### src/mlpq_pkg.sv
`default_nettype none

package mlpq_pkg;

    // queue geometry
    localparam int LEVELS      = 4;
    localparam int LEVEL_DEPTH = 16;
    localparam int ID_WIDTH    = 8;

    localparam int LVL_W  = $clog2(LEVELS);
    localparam int PTR_W  = $clog2(LEVEL_DEPTH);
    localparam int CNT_W  = $clog2(LEVEL_DEPTH + 1);
    localparam int ADDR_W = LVL_W + PTR_W;
    localparam int SLOTS  = LEVELS * (2 ** PTR_W);

    // field widths fixed by the interface
    localparam int PID_W   = 8;
    localparam int PRIO_W  = 8;
    localparam int LEVEL_W = 2;

    localparam logic [PID_W-1:0] ID_MASK =
        PID_W'((17'd1 << ID_WIDTH) - 17'd1);
    localparam logic signed [PRIO_W-1:0] PRIO_MAX = PRIO_W'(LEVELS - 1);

    typedef enum logic
    {
        OP_ENQUEUE = 1'b0,
        OP_DEQUEUE = 1'b1
    } opcode_t;

    typedef struct packed
    {
        opcode_t                   opcode;
        logic [PID_W-1:0]          process_id;
        logic signed [PRIO_W-1:0]  priority_req;
    } in_item_t;

    typedef struct packed
    {
        logic                taken_valid;
        logic [PID_W-1:0]    taken_id;
        logic [LEVEL_W-1:0]  taken_level;
        logic                all_empty;
        logic                dropped_full;
    } out_item_t;

    // slot RAM access from the queue control
    typedef struct packed
    {
        logic               we;
        logic [ADDR_W-1:0]  waddr;
        logic [PID_W-1:0]   wdata;
        logic               re;
        logic [ADDR_W-1:0]  raddr;
    } mem_req_t;

    // per-operation status from the queue control
    typedef struct packed
    {
        logic                taken_valid;
        logic [LEVEL_W-1:0]  taken_level;
        logic                all_empty;
        logic                dropped_full;
    } ctrl_res_t;

endpackage

`default_nettype wire

### src/multilevel_priority_fifo_core.sv
`default_nettype none

// Four-level priority ready queue of process ids. Each transfer on the input
// channel is an enqueue (id and signed priority, out-of-range priorities go
// to level 3, id 0 is ignored) or a dequeue of the oldest id from the
// highest non-empty level, level 0 first. Every operation yields exactly one
// result, presented at the clock edge after the input register hands it on,
// and one operation is taken every clock cycle while the output is not
// stalled. The result passes through the input register and the result
// register; the slot RAM does one write or one registered read per cycle,
// with the read data landing together with the result register. Each level
// holds 16 ids; an enqueue into a full level is dropped and flagged.

module multilevel_priority_fifo_core
    import mlpq_pkg::*;
(
    input  wire logic       clk,
    input  wire logic       rst_n,
    input  wire logic       in_valid,
    output logic            in_ready,
    input  wire in_item_t   in_data,
    output logic            out_valid,
    input  wire logic       out_ready,
    output out_item_t       out_data
);

    logic       in_valid_reg;
    in_item_t   in_item_reg;
    logic       out_valid_reg;
    ctrl_res_t  out_res_reg;
    logic       fire;
    mem_req_t   mem_req;
    ctrl_res_t  res;
    logic [PID_W-1:0] rd_data;

    // operation runs when the result register is free or being drained
    assign fire     = in_valid_reg && (!out_valid_reg || out_ready);
    assign in_ready = !in_valid_reg || fire;

    // input register
    always_ff @(posedge clk or negedge rst_n)
    begin
        if (!rst_n)
        begin
            in_valid_reg <= 1'b0;
        end
        else if (in_ready)
        begin
            in_valid_reg <= in_valid;
        end
    end

    always_ff @(posedge clk)
    begin
        if (in_valid && in_ready)
        begin
            in_item_reg <= in_data;
        end
    end

    mlpq_ctrl u_ctrl
    (
        .clk     (clk),
        .rst_n   (rst_n),
        .fire    (fire),
        .item    (in_item_reg),
        .mem_req (mem_req),
        .res     (res)
    );

    mlpq_store u_store
    (
        .clk     (clk),
        .req     (mem_req),
        .rd_data (rd_data)
    );

    // result register
    always_ff @(posedge clk or negedge rst_n)
    begin
        if (!rst_n)
        begin
            out_valid_reg <= 1'b0;
        end
        else if (fire)
        begin
            out_valid_reg <= 1'b1;
        end
        else if (out_ready)
        begin
            out_valid_reg <= 1'b0;
        end
    end

    always_ff @(posedge clk)
    begin
        if (fire)
        begin
            out_res_reg <= res;
        end
    end

    // output assembly, id comes straight from the RAM read register
    always_comb
    begin
        out_valid             = out_valid_reg;
        out_data.taken_valid  = out_res_reg.taken_valid;
        out_data.taken_id     = out_res_reg.taken_valid ? rd_data : '0;
        out_data.taken_level  = out_res_reg.taken_level;
        out_data.all_empty    = out_res_reg.all_empty;
        out_data.dropped_full = out_res_reg.dropped_full;
    end

endmodule

`default_nettype wire

### src/mlpq_store.sv
`default_nettype none

module mlpq_store
    import mlpq_pkg::*;
(
    input  wire logic             clk,
    input  wire mem_req_t         req,
    output logic [PID_W-1:0]      rd_data
);

    logic [PID_W-1:0] mem [SLOTS];

    // slot write
    always_ff @(posedge clk)
    begin
        if (req.we)
        begin
            mem[req.waddr] <= req.wdata;
        end
    end

    // registered read, held between dequeues
    always_ff @(posedge clk)
    begin
        if (req.re)
        begin
            rd_data <= mem[req.raddr];
        end
    end

endmodule

`default_nettype wire

### src/mlpq_ctrl.sv
`default_nettype none

module mlpq_ctrl
    import mlpq_pkg::*;
(
    input  wire logic      clk,
    input  wire logic      rst_n,
    input  wire logic      fire,
    input  wire in_item_t  item,
    output mem_req_t       mem_req,
    output ctrl_res_t      res
);

    logic [PTR_W-1:0] rp_reg  [LEVELS];
    logic [PTR_W-1:0] rp_next [LEVELS];
    logic [PTR_W-1:0] wp_reg  [LEVELS];
    logic [PTR_W-1:0] wp_next [LEVELS];
    logic [CNT_W-1:0] cnt_reg  [LEVELS];
    logic [CNT_W-1:0] cnt_next [LEVELS];

    logic [LEVELS-1:0] nonempty;
    logic [LVL_W-1:0]  deq_lvl;
    logic [LVL_W-1:0]  enq_lvl;
    logic [PID_W-1:0]  id;
    logic              any_empty_next;

    function automatic logic [PTR_W-1:0] bump(input logic [PTR_W-1:0] p);
        return (p == PTR_W'(LEVEL_DEPTH - 1)) ? '0 : p + PTR_W'(1);
    endfunction

    // level select for enqueue: out of range goes to the lowest level
    always_comb
    begin
        id = item.process_id & ID_MASK;
        if (item.priority_req < 0 || item.priority_req > PRIO_MAX)
        begin
            enq_lvl = LVL_W'(LEVELS - 1);
        end
        else
        begin
            enq_lvl = item.priority_req[LVL_W-1:0];
        end
    end

    // priority encode of non-empty levels, level 0 wins
    always_comb
    begin
        deq_lvl = '0;
        for (int l = 0; l < LEVELS; l++)
        begin
            nonempty[l] = (cnt_reg[l] != '0);
        end
        for (int l = LEVELS - 1; l >= 0; l--)
        begin
            if (nonempty[l])
            begin
                deq_lvl = LVL_W'(l);
            end
        end
    end

    // pointer and count update, RAM request
    always_comb
    begin
        rp_next  = rp_reg;
        wp_next  = wp_reg;
        cnt_next = cnt_reg;
        mem_req  = '0;
        res      = '0;
        mem_req.wdata = id;
        if (fire)
        begin
            case (item.opcode)
                OP_ENQUEUE:
                begin
                    if (id != '0)
                    begin
                        if (cnt_reg[enq_lvl] == CNT_W'(LEVEL_DEPTH))
                        begin
                            res.dropped_full = 1'b1;
                        end
                        else
                        begin
                            mem_req.we        = 1'b1;
                            mem_req.waddr     = {enq_lvl, wp_reg[enq_lvl]};
                            wp_next[enq_lvl]  = bump(wp_reg[enq_lvl]);
                            cnt_next[enq_lvl] = cnt_reg[enq_lvl] + CNT_W'(1);
                        end
                    end
                end
                OP_DEQUEUE:
                begin
                    if (|nonempty)
                    begin
                        mem_req.re        = 1'b1;
                        mem_req.raddr     = {deq_lvl, rp_reg[deq_lvl]};
                        rp_next[deq_lvl]  = bump(rp_reg[deq_lvl]);
                        cnt_next[deq_lvl] = cnt_reg[deq_lvl] - CNT_W'(1);
                        res.taken_valid   = 1'b1;
                        res.taken_level   = LEVEL_W'(deq_lvl);
                    end
                end
                default:
                begin
                end
            endcase
        end
        // emptiness after this operation
        any_empty_next = 1'b1;
        for (int l = 0; l < LEVELS; l++)
        begin
            if (cnt_next[l] != '0)
            begin
                any_empty_next = 1'b0;
            end
        end
        res.all_empty = any_empty_next;
    end

    always_ff @(posedge clk or negedge rst_n)
    begin
        if (!rst_n)
        begin
            for (int l = 0; l < LEVELS; l++)
            begin
                rp_reg[l]  <= '0;
                wp_reg[l]  <= '0;
                cnt_reg[l] <= '0;
            end
        end
        else
        begin
            rp_reg  <= rp_next;
            wp_reg  <= wp_next;
            cnt_reg <= cnt_next;
        end
    end

endmodule

`default_nettype wire

### config.mk
export PLATFORM = sky130hd
export DESIGN_NAME = multilevel_priority_fifo_core
export DESIGN_NICKNAME = d
export VERILOG_FILES = /design/src/mlpq_pkg.sv /design/src/multilevel_priority_fifo_core.sv /design/src/mlpq_store.sv /design/src/mlpq_ctrl.sv
export SDC_FILE = /design/constraint.sdc
export NUM_CORES = 1
export LEC_CHECK = 0
export ABC_AREA = 1
export BUFFER_PORTS_ARGS = -buffer_cell sky130_fd_sc_hd__clkbuf_2
export CAP_MARGIN = 10
export CORE_UTILIZATION = 65
export DETAILED_ROUTE_END_ITERATION = 8
export PLACE_DENSITY = 0.81
export SETUP_SLACK_MARGIN = 0.2
export SLEW_MARGIN = 20
export SYNTH_ARGS = -nofsm -noshare
export SYNTH_HDL_FRONTEND = slang
export SYNTH_HIERARCHICAL = 1
export SYNTH_SLANG_ARGS = --single-unit
### constraint.sdc
create_clock -name clk -period 9.1 [get_ports clk]
set_input_delay 0.91 -clock clk [delete_from_list [all_inputs] [get_ports clk]]
set_output_delay 0.91 -clock clk [all_outputs]
set_load 0.005 [all_outputs]
==> Flow_metrics.wiki <==
{| class="wikitable"
! Metric !! Value
|-
| Post-Syn Nets || 2,537
|-
| Hpwl dp || 38.7 mm
|-
| Placer's final routability congestion estimate || 0.937
|-
| Yosys top cell area share || 61.6%
|-
| Drt pass-1 iters || 8
|-
| Cell with the most instances after synthesis || nand2_1
|-
| Area of the die || 41,400 um2
|-
| Pleak || 0.0109 uW
|-
| Wirelength per Cell || 21.5 um
|-
| Final setup TNS || 0 ps
|-
| Std cell rows || 73
|-
| Slew @ Worst Pin || 1120 ps
|-
| Effective utilization at floorplan || 66.2%
|-
| Ratio of total power to cell area || 233 nW/um2
|-
| Max clock buf depth || 3
|-
| First-pass GRT wire length || 101 mm
|-
| Mean cell area of the mapped netlist || 10.5 um2
|-
| Maximum number of pins on one net before global-route repair || 156
|-
| Sum of internal, switching and leakage power || 6640 uW
|-
| Normalized max-slew margin || 25.4%
|-
| DIE HEIGHT || 204 um
|-
| Final critical-path required period || 6350 ps
|-
| Critical setup path kind || reg2reg
|-
| Die Width || 204 um
|-
| Post-synthesis instance total || 2,513
|-
| Fill cell count || 2,655
|-
| Number of design-rule violations left by the first detailed-router iteration || 2,504
|-
| Post-DR vias/cell || 6.26
|-
| Root Buffer || clkbuf_16
|-
| Arr. time, crit path || 6590 ps
|-
| GR Util All Layers || 32.5%
|-
| EDFF count, synth || 542
|-
| Overall via count from detail_route || 19,200
|-
| Top cells by count, synth || 875 x nand2_1, 542 x edfxtp_1, 507 x nand3_1
|-
| RSZ-0062 raised after global routing || no
|-
| Critical path required time || 9340 ps
|-
| Total of max-cap violations || 0
|-
| Number of H-tree levels || 2
|-
| Core ar. || 39,900 um2
|-
| Number of distinct library cells after synthesis || 43
|-
| Total Nets Final || 2,526
|-
| Clock latency reported for the late side of the worst-skew pair || 620 ps
|-
| Cell type with the largest total area after synthesis || edfxtp_1
|-
| Mapped cell area || 26,400 um2
|-
| Worst-path fanout max || 19
|-
| Total overflow reported by the global router || 0
|-
| Clock input transition at the sequential cells of the worst setup and hold paths || 60 ps
|-
| IR drop worst, VDD || 0.180 mV
|-
| Relative area change from synthesis to final layout || 7.81%
|-
| Timing-limited maximum frequency || 0.157 GHz
|-
| Routed Antenna Nets || 0
|-
| Finish-stage setup viols || 0
|-
| Final worst clock skew || 13.3 ps
|-
| Sequential share of the synthesized area || 66.7%
|-
| Post-CTS repair timing setup buffer count || 0
|-
| Via count of the first global-routing pass || 18,400
|-
| Type of element launching the critical path || flop
|-
| Most instantiated flip-flop cell in the synthesis netlist || edfxtp_1
|-
| Period utilisation layout || 69.8%
|-
| DRC violations left || 0
|-
| Flip-flop count of the largest register after layout || 512
|-
| Fraction of final layout cells sized beyond drive strength 1 || 8.09%
|-
| TritonCTS buffer count || 58
|-
| Final count of pins violating max slew || 0
|-
| Total instance count after detailed placement || 2,967
|-
| Seq. cell area || 17,600 um2
|-
| Count of buffers from port buffering || 35
|-
| Number of buffers added to fix hold violations after cts || 0
|-
| Number of gates given a new drive strength after cts || 0
|-
| CP endpoint kind || flop
|-
| Number of antenna violations at the first check in global routing || 1
|-
| Async set-reset flop share out of synthesis || 9.06%
|-
| Filler-free cell count of the finished design || 3,071
|-
| Path category of the worst min-delay check || in2async
|-
| Number of synthesized register bits || 596
|-
| Io pins || 36
|-
| Total Wirelength || 65.9 mm
|-
| Number of hold violations in the final report || 0
|-
| Run status || completed
|-
| Warnings from Yosys || 6
|-
| Footprint of the multi-input gates || 7380 um2
|-
| Dominant cells by area after synthesis || edfxtp_1 62%, nand2_1 12%, nand3_1 9.6%, dfrtp_1 5.1%, nor2_1 1.7%
|-
| Clock sink total || 596
|-
| CTS tree || built
|}
==> metrics by stage <==
stage / hold WS, ps / instance area [um2] / util [%] / setup WS (ps)
2_1_floorplan: 447 / 26400 / - / 4700
3_3_place_gp: 463 / 26500 / 66.4 / 2750
3_5_place_dp: 473 / 26500 / 66.4 / 2470
4_1_cts: 450 / 28500 / 71.3 / 3000
5_1_grt: 453 / 28500 / 71.3 / 2250
6_report: 433 / 28500 / 71.3 / 2750
==> area by class of cell <==
class                           count  area share, %
Sequential cell                   596           61.9
Clock inverter                     28           1.14
Tap cell                          525           2.31
Timing Repair Buffer               64           1.38
Antenna cell                        1        0.00879
Clock buffer                       75           5.72
Multi-Input combinational cell   1660           25.9
Inverter                          122           1.63
==> logic make-up (layout without fill, tap and decap cells) <==
logic type                 count (synthesis)  count (layout)  synth area share, %
adders and majority gates                  3               3                0.142
xor gates and xnor gates                   2               2               0.0663
and+or+nand+nor                         1567            1567                 25.8
DFF                                      596             596                 66.7
AOI/OAI and AO/OA                         88              88                 1.87
buffers and inverters                    257             289                 5.42
other                                      0               1                    0
==> final timing paths <==
kind | startpoint | endpoint | slack (ps) | cells past startpoint
setup / recovery | out_valid | u_store/mem[57][7] | 2750 | 10
hold / removal | rst_n | u_ctrl/cnt_reg[2] | 430 | 2
setup reg to reg | out_valid | u_store/mem[57][7] | 2750 | 10
hold reg to reg | u_ctrl/wp_reg[13] | u_ctrl/wp_reg[13] | 490 | 2
max in group asynchronous | rst_n | u_ctrl/cnt_reg[8] | 8170 | 2
min in group clk | in_data[11] | in_item_reg[11] | 470 | 1
==> critical path, stage by stage, from the launching register on <==
cell and delay (ps):
dfrtp_1 420, a21oi_2 140, buf_4 270, clkinv_1 500
nor2_1 870, inv_1 260, nor3_1 900, inv_1 260
nor2_1 500, nand4_1 930, nor2_1 890
==> power by group <==
| group | total [uW] | internal, uW | switching [uW] |
|---|---|---|---|
| sequential | 3130 | 3070 | 60.8 |
| combinational | 1060 | 284 | 781 |
| clock | 2450 | 1450 | 996 |
==> routing by layer <==
metal	share of wire [%]	GRT usage, %
met1	37	42.4
met2	47	51.9
met3	11	6.06
met4	5.3	17.6
met5	0	0
==> layout by cell type, fill, tap and decap left out, types with 2 or more instances in the layout <==
cell and count:
nand2_1 875, edfxtp_1 542, nand3_1 507, nor2_1 116, inv_1 107, clkbuf_16 61
dfrtp_1 54, o21ai_0 39, clkbuf_2 35, buf_4 29, a21oi_1 23, nand4_1 17
inv_2 11, clkinv_2 10, nor2_2 10, clkbuf_1 9, clkinv_1 9, nor4_1 9
nor2_4 8, o21ai_1 8, bufinv_16 7, nand3_2 6, nand2_2 6, clkbuf_8 5
nor3_1 5, nand2_4 4, a22o_1 3, ha_1 3, clkinvlp_4 2, inv_6 2
nand3_4 2, o22ai_1 2, a221oi_1 2, a31oi_1 2
(Power assumes the default switching activity.)
